### src/rtl/sfdt_pkg.sv
// Package for the save flush dirty timer: operation codes, medium codes,
// register indexes and the tracker state type. Used by the top level and its checker.
package sfdt_pkg;

	localparam int CntW = 8;
	localparam int StatusW = 24;
	localparam int CountW = 32;
	localparam int AddrW = 4;
	localparam int DataW = 32;

	localparam logic [CountW-1:0] SAT_MAX = '1;

	// Operation codes; code 3 has no meaning and is ignored
	typedef enum logic [1:0] {
		OP_TICK  = 2'd0,
		OP_FLUSH = 2'd1,
		OP_CLEAR = 2'd2
	} op_t;

	// Save medium codes, in rising priority
	typedef enum logic [1:0] {
		MED_NONE   = 2'd0,
		MED_SRAM   = 2'd1,
		MED_FLASH  = 2'd2,
		MED_EEPROM = 2'd3
	} medium_t;

	// Register word indexes (byte address 4*index)
	localparam logic [1:0] REG_QUIET_THR = 2'd0;
	localparam logic [1:0] REG_HARD_THR  = 2'd1;
	localparam logic [1:0] REG_LOADED    = 2'd2;

	typedef struct packed {
		logic [StatusW-1:0] seen;
		logic               dirty;
		medium_t            active;
		logic [CountW-1:0]  quiet;
		logic [CountW-1:0]  age;
		logic [CountW-1:0]  total;
	} track_t;

	// Saturating increment of a count
	function automatic logic [CountW-1:0] sat_inc(input logic [CountW-1:0] v);
		sat_inc = (v == SAT_MAX) ? v : v + CountW'(1);
	endfunction

endpackage

### src/rtl/save_flush_dirty_timer.sv
// Top level of the save flush dirty timer: register port, input stage,
// tracker update and result register. Depends on sfdt_pkg.
// An accepted transaction passes the input stage, then the result register.
// Throughput: one transaction per cycle unless out_ready stalls the output;
// the tracker state is read and written in the single update stage, so each
// item sees the state left by the one before.
// Reset: arst_n clears the registers, the tracker state and both valid flags.
module save_flush_dirty_timer (
	input  logic                          clk,
	input  logic                          arst_n,
	input  logic                          psel,
	input  logic                          penable,
	input  logic                          pwrite,
	input  logic [sfdt_pkg::AddrW-1:0]    paddr,
	input  logic [sfdt_pkg::DataW-1:0]    pwdata,
	output logic [sfdt_pkg::DataW-1:0]    prdata,
	output logic                          pready,
	input  logic                          in_valid,
	output logic                          in_ready,
	input  logic [1:0]                    operation,
	input  logic [sfdt_pkg::StatusW-1:0]  status_word,
	output logic                          out_valid,
	input  logic                          out_ready,
	output logic                          flush_request,
	output logic [1:0]                    flush_medium,
	output logic                          dirty_now,
	output logic [sfdt_pkg::CountW-1:0]   flushes_done
);
	import sfdt_pkg::*;

	logic [CountW-1:0]  quiet_thr_q;
	logic [CountW-1:0]  hard_thr_q;
	logic               loaded_q;

	logic               valid_s1;
	logic [1:0]         op_s1;
	logic [StatusW-1:0] status_s1;

	track_t             trk_q;
	track_t             trk_nxt;
	logic               req_nxt;
	medium_t            med_nxt;

	logic               advance;
	logic               wr_en;

	// Tick work signals
	medium_t            kind;
	logic               chg;
	logic               dirty_t;
	medium_t            medium_t_sel;
	logic [CountW-1:0]  quiet_inc;
	logic [CountW-1:0]  age_inc;
	logic               fire;

	// Register port
	assign pready = 1'b1;
	assign wr_en  = psel && penable && pwrite;

	always_ff @(posedge clk or negedge arst_n) begin
		if (!arst_n) begin
			quiet_thr_q <= '0;
			hard_thr_q  <= '0;
			loaded_q    <= 1'b0;
		end else if (wr_en) begin
			case (paddr[AddrW-1:2])
				REG_QUIET_THR: quiet_thr_q <= pwdata;
				REG_HARD_THR:  hard_thr_q  <= pwdata;
				REG_LOADED:    loaded_q    <= pwdata[0];
				default:       ;
			endcase
		end
	end

	always_comb begin
		case (paddr[AddrW-1:2])
			REG_QUIET_THR: prdata = quiet_thr_q;
			REG_HARD_THR:  prdata = hard_thr_q;
			REG_LOADED:    prdata = {{(DataW-1){1'b0}}, loaded_q};
			default:       prdata = '0;
		endcase
	end

	// Handshake: the update stage moves when the result register is free
	assign advance  = !out_valid || out_ready;
	assign in_ready = !valid_s1 || advance;

	always_ff @(posedge clk or negedge arst_n) begin
		if (!arst_n) begin
			valid_s1  <= 1'b0;
			out_valid <= 1'b0;
		end else begin
			if (in_ready) valid_s1 <= in_valid;
			if (advance)  out_valid <= valid_s1;
		end
	end

	// Input stage payload
	always_ff @(posedge clk) begin
		if (in_ready && in_valid) begin
			op_s1     <= operation;
			status_s1 <= status_word;
		end
	end

	// Highest priority medium whose counter moved
	always_comb begin
		if (status_s1[23:16] != trk_q.seen[23:16])     kind = MED_EEPROM;
		else if (status_s1[15:8] != trk_q.seen[15:8])  kind = MED_FLASH;
		else if (status_s1[7:0] != trk_q.seen[7:0])    kind = MED_SRAM;
		else                                           kind = MED_NONE;
	end

	// Tick: zero quiet on change, age on new dirty medium; count, test
	always_comb begin
		chg          = (kind != MED_NONE);
		dirty_t      = trk_q.dirty || chg;
		medium_t_sel = chg ? kind : trk_q.active;
		quiet_inc    = sat_inc(chg ? '0 : trk_q.quiet);
		age_inc      = sat_inc((chg && (!trk_q.dirty || trk_q.active != kind)) ?
			'0 : trk_q.age);
		fire         = dirty_t && (quiet_inc >= quiet_thr_q || age_inc >= hard_thr_q);
	end

	// Next tracker state and result
	always_comb begin
		trk_nxt = trk_q;
		req_nxt = 1'b0;
		med_nxt = MED_NONE;
		case (op_s1)
			OP_TICK: begin
				if (loaded_q) begin
					if (chg) trk_nxt.seen = status_s1;
					trk_nxt.active = medium_t_sel;
					if (fire) begin
						req_nxt       = 1'b1;
						med_nxt       = medium_t_sel;
						trk_nxt.dirty = 1'b0;
						trk_nxt.quiet = '0;
						trk_nxt.age   = '0;
						trk_nxt.total = trk_q.total + CountW'(1);
					end else if (dirty_t) begin
						trk_nxt.dirty = 1'b1;
						trk_nxt.quiet = quiet_inc;
						trk_nxt.age   = age_inc;
					end
				end
			end
			OP_FLUSH: begin
				if (loaded_q && trk_q.dirty) begin
					req_nxt       = 1'b1;
					med_nxt       = trk_q.active;
					trk_nxt.dirty = 1'b0;
					trk_nxt.quiet = '0;
					trk_nxt.age   = '0;
					trk_nxt.total = trk_q.total + CountW'(1);
				end
			end
			OP_CLEAR: begin
				trk_nxt = '0;
			end
			default: ;
		endcase
	end

	// Tracker state
	always_ff @(posedge clk or negedge arst_n) begin
		if (!arst_n) begin
			trk_q <= '0;
		end else if (valid_s1 && advance) begin
			trk_q <= trk_nxt;
		end
	end

	// Result register
	always_ff @(posedge clk) begin
		if (valid_s1 && advance) begin
			flush_request <= req_nxt;
			flush_medium  <= med_nxt;
			dirty_now     <= trk_nxt.dirty;
			flushes_done  <= trk_nxt.total;
		end
	end

endmodule

### config.mk
export PLATFORM = sky130hd
export DESIGN_NAME = save_flush_dirty_timer
export DESIGN_NICKNAME = d
export VERILOG_FILES = /design/src/rtl/sfdt_pkg.sv /design/src/rtl/save_flush_dirty_timer.sv
export SDC_FILE = /design/constraint.sdc
export NUM_CORES = 1
export LEC_CHECK = 0
export BUFFER_PORTS_ARGS = -buffer_cell sky130_fd_sc_hd__buf_2
export CELL_PAD_IN_SITES_DETAIL_PLACEMENT = 0
export CELL_PAD_IN_SITES_GLOBAL_PLACEMENT = 1
export CORE_MARGIN = 8
export CORE_UTILIZATION = 35
export DETAILED_ROUTE_END_ITERATION = 16
export PLACE_DENSITY = 0.66
export SYNTH_ARGS = -nofsm -noshare
export SYNTH_HDL_FRONTEND = slang
export SYNTH_SLANG_ARGS = --single-unit
### constraint.sdc
create_clock -name clk -period 7.3 [get_ports clk]
set_input_delay 2.19 -clock clk [delete_from_list [all_inputs] [get_ports clk]]
set_output_delay 2.19 -clock clk [all_outputs]
set_load 0.02 [all_outputs]
==> results.cfg, run 1 <==
[critical_path]
start_kind = flip-flop
worstPathArrival_ps = 7450
end_kind = flip-flop
worstSetupPathType = flip-flop to flip-flop
cp_cell_sequence = xnor2_1, nand4_1, or4_1, o22ai_2, or2_1, and2_1, ha_1, nand2_1, nor2_2, nand3_1, xnor2_1, nor2_1, ha_1, nand4_1, nor4_1, o21ai_0, a21o_1, o211ai_1, nand2b_1, buf_4, a21oi_1, buf_4, a31oi_1
required_ps = 7750
cp_max_fo = 11
max_stage_delay_ps = 740
slowest_stage = or4_1

[synth]
synth_nets = 1908
avgSynthCellArea_sq_um = 8.725
ys.warnings.count = 0
synthTopCellsByArea = dfrtp_1, edfxtp_1, nand2_1, ha_1, nor2_1
synth_ff_type = dfrtp_1
syn_area_sq_um = 15460
synth.distinct_cells = 81
async_reset_ff_share_pct = 75.40
synth_edf_count = 62
synthCells = 1772
yosysTopAreaCell = dfrtp_1
synth_top_area_share_pct = 30.75
yosysMostFrequentCell = nand2_1
synth_seq_cells = 252
ys_top_cells_by_count = nand2_1, dfrtp_1, nor2_1, o21ai_0, a21oi_1
synth-seq-area-share_pct = 42.79

[job]
maxCapViolations = 0

[place]
place_congestion = 0.8207
hpwlAfterDp_um = 34140
pre_cts_slack_ps = 174.5
place_inst = 2430
io_buffers = 136
placed_area_sq_um = 16760

[grt]
antenna_found_initial = 0
grt_overflow = 0
grt_max_degree = 83
grt_pass1_vias = 12980
track_usage_pct = 18.61
grt_first_pass_wirelength_um = 75840

[timing]
slew_headroom_pct = 25.73
finalCritPeriodShare_pct = 95.86
finClkSkew_ps = 15.19
fmax_mhz = 142.9
fin_setup_tns_ps = 0
setup_viol = 0
slew_violations = 0
grt_setup_unrepaired = false
setup_ws_ps = 302.2
tightest_slew_ps = 1114
fin_crit_ps = 6998
finalHoldViolations = 0

[layout]
drive_gt1_share_pct = 13.24
stdcell_area_sq_um = 17850
fin_cells = 2488
antenna-diode-count = 0
nNetsFinal = 2007
area_delta_synth_final_pct = 15.48

[die]
core_sq_um = 43930
die_height_um = 226.2
die-area_sq_um = 51160
initial_core_util_pct = 35.19
io_pins = 140
die_x_um = 226.2
row_count = 77

[clock_network]
clk_pin_slew_ps = 60
clkLatencyLatePin_ps = 590
clock-root-buffer = clkbuf_16
cts_buffers = 31
post-cts-setup-buffer-count = 0
cts-htree-levels = 1
clock_sinks = 252
cts_tree = built
hold_buffers = 0
cts_buffer_depth = 3

[power]
power.density_nw_per_um2 = 232.0
worst_ir_drop_vdd_v = 0.0002072
power.leakage_nw = 7.407

[min_path]
hold_path.class = flip-flop to flip-flop

[detailed_routing]
wl_per_cell_um = 19.51
antenna_left = 0
drc = 0
drt_iter0_drc = 981
drt_first_pass_iters = 6
route.final.wire_length_um = 48540
vias = 13560
viasPerCell = 5.451

[status]
status = finished clean
path summary, 6_finish.rpt:
check | from | endpoint | slack [ps] | depth (start not counted)
worst max-delay path | status_s1[20] | trk_q[9] | 300 | 23
worst min-delay path | valid_s1 | out_valid | 490 | 1
worst max register to register | status_s1[20] | trk_q[9] | 300 | 23
worst min register to register | valid_s1 | out_valid | 490 | 1
max in group asynchronous | arst_n | trk_q[9] | 4300 | 2
min in group asynchronous | arst_n | hard_thr_q[8] | 1660 | 1
critical path, delay by kind of cell, from the launching register on:
kind                       cells  cell delay (ps)
and+or+nand+nor               11             3450
AOI/OAI and AO/OA              6             1530
adders and majority gates      2              560
buffers and inverters          2              550
DFF                            1              400
xor gates and xnor gates       2              350
state kept, by name, indices dropped and copies added, names as in the netlist, 2 cells and up:
| register | count |
|---|---|
| hard_thr_q | 32 |
| status_s1 | 24 |
| flushes_done | 32 |
| flush_medium | 2 |
| op_s1 | 2 |
| trk_q | 123 |
| quiet_thr_q | 32 |
logic make-up after synthesis:
| kind of cell | after synthesis | share of synthesized area (%) |
|---|---|---|
| mux | 48 | 3.164 |
| compound gates | 465 | 18.86 |
| flops | 252 | 42.79 |
| xor+xnor | 78 | 4.419 |
| simple gates | 661 | 20.27 |
| fa+ha+maj | 67 | 5.422 |
| buf+inv | 200 | 5.042 |
| other cells | 1 | 0.02425 |
per-stage QoR:
| step | power [W] | utilization, % | hold WS [ps] |
|---|---|---|---|
| 2_1_floorplan | 0.002239 | - | 457.2 |
| 3_3_place_gp | 0.002512 | 38.16 | 476.0 |
| 3_5_place_dp | 0.002536 | 38.16 | 490.4 |
| 4_1_cts | 0.004199 | 40.60 | 495.1 |
| 5_1_grt | 0.004351 | 40.64 | 516.6 |
| 6_report | 0.004143 | 40.64 | 494.3 |
cell usage in the layout, fill, tap and decap left out, drive strengths merged, types with 47 or more instances in the layout:
| master | n |
|---|---|
| inv | 96 |
| a31oi | 52 |
| clkbuf | 47 |
| edfxtp | 62 |
| buf | 169 |
| xnor2 | 49 |
| dfrtp | 190 |
| nor2 | 157 |
| a21oi | 98 |
| nand3 | 61 |
| nand2 | 256 |
| ha | 67 |
| o21ai | 165 |
metal layers:
layer	wire length [um]	global-route usage [%]	vias to the layer above
li1	-	-	6559
met1	23050	26.57	6566
met2	21690	29.05	369
met3	2483	2.545	69
met4	1320	5.416	0
met5	0	0	-
layout make-up:
cell class | instances | area, sq um
Fill cell | 4502 | 26080
Multi-Input combinational cell | 1320 | 8108
Sequential cell | 252 | 6616
Timing Repair Buffer | 170 | 957.2
Clock buffer | 46 | 882.1
Tap cell | 592 | 740.7
Inverter | 96 | 360.3
Clock inverter | 12 | 190.2
what timing repair did:
| item | 4_1_cts | 5_1_grt |
|---|---|---|
| endpoints found under the hold margin | 0 | 0 |
| endpoints found under the setup margin | 0 | 36 |
| resized for setup | 0 | 4 |
where the power goes:
group / total, W / switching, W / internal [W]
Clock: 0.00163 / 0.000627 / 0.00101
Combinational: 0.000759 / 0.000498 / 0.000260
Sequential: 0.00175 / 0.000132 / 0.00162
Total: 0.00414 / 0.00126 / 0.00289
No activity file was read; power rests on OpenSTA's default activity.
==> run 2: changes to the inputs <==
ABC_AREA = 1   (was not set)
PLACE_DENSITY = 0.68   (was 0.66)
==> run 2 against run 1 <==
Compared with the run above: non-clock buffer count is 8 lower; maximum frequency is 8.3% higher; register-to-register slack better by 540 ps; count of clock-buffer cells in the layout is 2 lower; power is 5.1% higher; critical path type unchanged; critical endpoint is now trk_q[67]; largest power group unchanged.
==> results.cfg, run 2 <==
[clock_network]
cts_buffers = 34
cts_buffer_depth = 3
cts-htree-levels = 2
clkLatencyLatePin_ps = 540
cts_tree = built
clk_pin_slew_ps = 60
clock_sinks = 252
cts_repair_resize_count = 0
hold_buffers = 0
clock-root-buffer = clkbuf_16
post-cts-setup-buffer-count = 0

[synth]
synth_ff_type = dfrtp_1
synth_top_area_share_pct = 28.35
synthTopCellsByArea = dfrtp_1, nand2_1, edfxtp_1, inv_1, nand3_1
synth.distinct_cells = 56
synth_seq_cells = 252
synth_nets = 2420
ys_top_cells_by_count = nand2_1, inv_1, dfrtp_1, nor2_1, nand3_1
yosysTopAreaCell = dfrtp_1
syn_area_sq_um = 16770
synth-seq-area-share_pct = 39.45
avgSynthCellArea_sq_um = 7.343
ys.warnings.count = 0
synthCells = 2284
yosysMostFrequentCell = nand2_1
synth_edf_count = 62
async_reset_ff_share_pct = 75.40

[critical_path]
max_stage_delay_ps = 440
crit_family = simple AND/OR/NAND/NOR gates
worstSetupPathType = flip-flop to flip-flop
reg2reg_from = status_s1[12]
worstPathArrival_ps = 6900
critPathBufInv = 4
cp_max_fo = 33
end_kind = flip-flop
crit_top_cell = nand2_1
slowest_stage = edfxtp_1
required_ps = 7740
start_kind = flip-flop
crit_start = status_s1[12]

[place]
pre_cts_slack_ps = 753.0
io_buffers = 136
hpwlAfterDp_um = 38720
place_congestion = 0.8886

[die]
die-area_sq_um = 55180
die_x_um = 234.9
initial_core_util_pct = 35.28
io_pins = 140
row_count = 80
die_height_um = 234.9
core_sq_um = 47550

[timing]
fin_crit_ps = 6461
finClkSkew_ps = 16.06
finalHoldViolations = 0
tightest_slew_ps = 1165
finalCritPeriodShare_pct = 88.50
setup_ws_ps = 839.5
fmax_mhz = 154.8
slew_headroom_pct = 22.08
grt_setup_unrepaired = false
fin_hold_ws_ps = 477.9
fin_setup_tns_ps = 0
setup_viol = 0
slew_violations = 0

[layout]
antenna-diode-count = 0
fill_cells = 4952
largest_register_ffs = 123
nNetsFinal = 2544
multi_input_area_sq_um = 8651
top_register = trk_q
layout_commonest_cell = nand2_1
drive_gt1_share_pct = 12.78
seq_area_sq_um = 6616
area_delta_synth_final_pct = 14.52
final_cell_mix = nand2_1, inv_1, dfrtp_1, nor2_1, nand3_1

[grt]
grt_overflow = 0
grt_pass1_vias = 14870
grt_max_degree = 121
track_usage_pct = 18.88
antenna_found_initial = 1
grt_first_pass_wirelength_um = 84660

[detailed_routing]
drt_iter0_drc = 985
drc = 0
vias = 15360
antenna_left = 0
drt_first_pass_iters = 7
route.final.wire_length_um = 53220
viasPerCell = 5.040
wl_per_cell_um = 17.46

[power]
power_w = 0.004355
power.leakage_nw = 9.190
seqPwrFrac_pct = 41.1
comb_power_share_pct = 20.4
power_switching_w = 0.001413
worst_ir_drop_vdd_v = 0.0001133
power.density_nw_per_um2 = 226.7
switching_share_pct = 32.44
clkPwrFrac_pct = 38.5
p_int_w = 0.002943

[min_path]
hold_path.class = flip-flop to flip-flop
min_from = trk_q[94]

[status]
status = finished clean

[job]
maxCapViolations = 0
-- run 2: cell types whose count changed after synthesis, moves of 22 or more --
cell,previous run,this run
xnor2_1,49,25
o22ai_1,11,58
nand3_1,61,170
mux2i_1,41,0
nand2_1,256,662
o21ai_0,117,152
nor2_2,0,27
o21ai_1,48,14
a31oi_1,52,1
xor2_1,29,57
inv_1,94,299
a21oi_1,97,47
clkbuf_1,74,52
-- run 2: per-stage QoR --
step	cell area, sq um	util (%)	cells
2_1_floorplan	16770	-	2284
3_3_place_gp	18110	38.09	2987
3_5_place_dp	18110	38.09	2987
4_1_cts	19210	40.40	3048
5_1_grt	19210	40.40	3048
6_report	19210	40.40	3048
-- run 2: cells by family after synthesis --
logic type      Yosys count  synth area share, %
xor+xnor                 85                4.573
fa+ha+maj                67                4.998
simple gates           1201                32.27
other cells               1              0.02236
buf+inv                 384                9.101
flops                   252                39.45
compound gates          294                9.586
-- run 2: layout make-up --
cell class / instances / area share, %
inverters: 310 / 6.058
clock inverters: 17 / 1.042
clock buffers: 44 / 4.677
multi-input cells: 1648 / 45.04
flip-flops and latches: 252 / 34.45
well taps: 615 / 4.006
repair buffers: 162 / 4.736
-- run 2: layer usage --
metal  GRT usage (%)  wire, um  vias to the layer above  part of all wire (%)
met3           2.680      2314                       58                   4.3
li1                -         -                     7662                     -
met1           25.79     25020                     7323                    47
met5               0        13                        -                 0.024
met4           4.834      1075                        2                   2.0
met2           31.14     24790                      317                    47
-- run 2: worst paths after layout --
check / endpoint / slack (ps) / cells after the start
max in group asynchronous: trk_q[111] / 4510 / 2
worst min register to register: trk_q[94] / 480 / 2
worst min-delay path: trk_q[94] / 480 / 2
worst max-delay path: trk_q[67] / 840 / 34
worst max register to register: trk_q[67] / 840 / 34
min in group asynchronous: trk_q[71] / 1680 / 1
-- run 2: worst reg2reg max path: cells and delay by family (launching register included) --
| family | cells | cell delay (ps) |
|---|---|---|
| XOR/XNOR | 2 | 420 |
| flip-flops | 1 | 440 |
| adder cells (fa/ha/maj) | 2 | 590 |
| AO/OA/AOI/OAI | 4 | 560 |
| AND/OR/NAND/NOR | 22 | 3680 |
| buffers and inverters | 4 | 660 |
-- run 2: power by group through the flow --
stage / Clock (W) / Sequential (W) / Combinational (W)
2_1_floorplan: 0 / 0.00182 / 0.000551
3_3_place_gp: 0 / 0.00181 / 0.000880
3_5_place_dp: 0 / 0.00181 / 0.000898
4_1_cts: 0.00173 / 0.00179 / 0.000902
5_1_grt: 0.00178 / 0.00181 / 0.00100
6_report: 0.00168 / 0.00179 / 0.000889
==> run 3: changes to the inputs <==
SETUP_SLACK_MARGIN = 0.3   (was not set)
clock period = 7.4 ns   (was 7.3 ns; I/O delays follow)
==> run 3 against run 2 <==
Compared with the run above: core utilization decreased by 0.082 points; first-iteration DRC count decreased by 0.10%; count of clock-buffer cells in the layout increased by 3; critical path type unchanged; die area unchanged; setup slack improved by 140 ps; highest routed layer unchanged; via count decreased by 0.89%; critical path depth increased by 2; wire length decreased by 0.39%; critical endpoint is now flushes_done[4].
==> results.cfg, run 3 (synthesis results as in run 2) <==
[critical_path]
max_stage_delay_ps = 430
cp_max_fo = 37
critPathBufInv = 5
worstPathArrival_ps = 6710
r2r_setup_slack_ps = 980
crit_top_cell = nand2_1
path_depth = 36
rr_worst_depth = 36
start_kind = flip-flop
crit_family = simple AND/OR/NAND/NOR gates
crit_start = status_s1[12]
slowest_stage = edfxtp_1
required_ps = 7690
rr_endpoint = flushes_done[4]
crit_end = flushes_done[4]
worstSetupPathType = flip-flop to flip-flop
end_kind = flip-flop
reg2reg_from = status_s1[12]

[layout]
stdcell_area_sq_um = 19170
area_delta_synth_final_pct = 14.29
layout_commonest_cell = nand2_1
fin_cells = 3046
largest_register_ffs = 123
nNetsFinal = 2542
top_register = trk_q
drive_gt1_share_pct = 12.92
final_cell_mix = nand2_1, inv_1, dfrtp_1, nor2_1, nand3_1

[detailed_routing]
wl_per_cell_um = 17.40
route.final.wire_length_um = 53010
drc = 0
viasPerCell = 4.998
drt_first_pass_iters = 5
vias = 15230
drt_iter0_drc = 984
antenna_left = 0

[clock_network]
clkLatencyLatePin_ps = 600
cts_buffer_depth = 3
hold_buffers = 0
clk_pin_slew_ps = 60
cts_buffers = 31
clock-root-buffer = clkbuf_16
cts_repair_resize_count = 0
cts_tree = built
clock_sinks = 252
cts-htree-levels = 1
post-cts-setup-buffer-count = 0

[timing]
slew_violations = 0
slew_headroom_pct = 22.31
tightest_slew_ps = 1161
fin_setup_tns_ps = 0
finalHoldViolations = 0
finalCritPeriodShare_pct = 86.73
fmax_mhz = 155.8
setup_viol = 0
finClkSkew_ps = 23.72
fin_crit_ps = 6418
grt_setup_unrepaired = false

[place]
place_inst = 2988
place_congestion = 0.9030
hpwlAfterDp_um = 38930
placed_area_sq_um = 18130
io_buffers = 136

[power]
power.leakage_nw = 9.165
worst_ir_drop_vdd_v = 0.0001691
power_w = 0.004186
power.density_nw_per_um2 = 218.4

[grt]
grt_max_degree = 139
grt_pass1_vias = 15180
grt_first_pass_wirelength_um = 84720
grt_overflow = 0
antenna_found_initial = 2
track_usage_pct = 18.79

[die]
core_sq_um = 47550
row_count = 80
die-area_sq_um = 55180
initial_core_util_pct = 35.28
die_height_um = 234.9
io_pins = 140
die_x_um = 234.9

[min_path]
hold_path.class = flip-flop to flip-flop

[status]
status = finished clean

[job]
maxCapViolations = 0
## run 3: cell count changes in the layout (fill, tap and decap cells not counted), sizes merged
cell,previous run,this run
clkinvlp,0,1
buf,161,162
bufinv,4,1
clkinv,16,12
clkbuf,45,48
diode,0,1
inv,307,306
## run 3: final cells by class
class / instances / area, sq um
multi-input combinational: 1648 / 8657
timing repair buffer: 163 / 929.6
inverter: 310 / 1164
fill: 4972 / 28380
tap: 615 / 769.5
sequential: 252 / 6616
antenna: 1 / 2.502
clock inverter: 10 / 95.09
clock buffer: 47 / 935.9
## run 3: report_power, final
part	switching (W)	total, W	internal [W]
clock network	0.000637	0.00154	0.000904
registers	0.000137	0.00177	0.00163
logic	0.000606	0.000879	0.000274
total	0.00138	0.00419	0.00281
## run 3: how the worst min path moves through the flow
| stage | depth (start not counted) | to | slack, ps | startpoint |
|---|---|---|---|---|
| 2_1_floorplan | 2 | trk_q[86] | 450 | trk_q[86] |
| 3_3_place_gp | 2 | trk_q[81] | 460 | trk_q[81] |
| 3_5_place_dp | 2 | trk_q[63] | 470 | trk_q[63] |
| 4_1_cts | 2 | trk_q[94] | 480 | trk_q[94] |
| 5_1_grt | 2 | hard_thr_q[18] | 500 | hard_thr_q[18] |
| 6_report | 2 | trk_q[94] | 480 | trk_q[94] |
## run 3: through the flow
step                utilization [%]  hold WS [ps]  setup WS (ps)
CTS                           40.30         482.0          842.1
finish                        40.32         479.3          982.3
global placement              38.13         463.4          958.6
floorplan                         -         448.8           2100
detailed placement            38.13         465.6          886.3
global route                  40.31         503.0          353.2
## run 3: worst reg2reg max path: cells and delay by family (launching register included)
| family | cells | cell delay (ps) |
|---|---|---|
| XOR/XNOR | 1 | 170 |
| buffers and inverters | 5 | 1070 |
| AO/OA/AOI/OAI | 6 | 790 |
| adder cells (fa/ha/maj) | 2 | 510 |
| AND/OR/NAND/NOR | 22 | 3150 |
| flip-flops | 1 | 430 |
## run 3: routing by layer
metal,track usage (%),vias up,routed length (um)
li1,-,7647,-
met1,25.08,7200,24720
met2,31.69,305,24720
met3,2.669,71,2106
met4,4.872,2,1456
met5,0,-,13
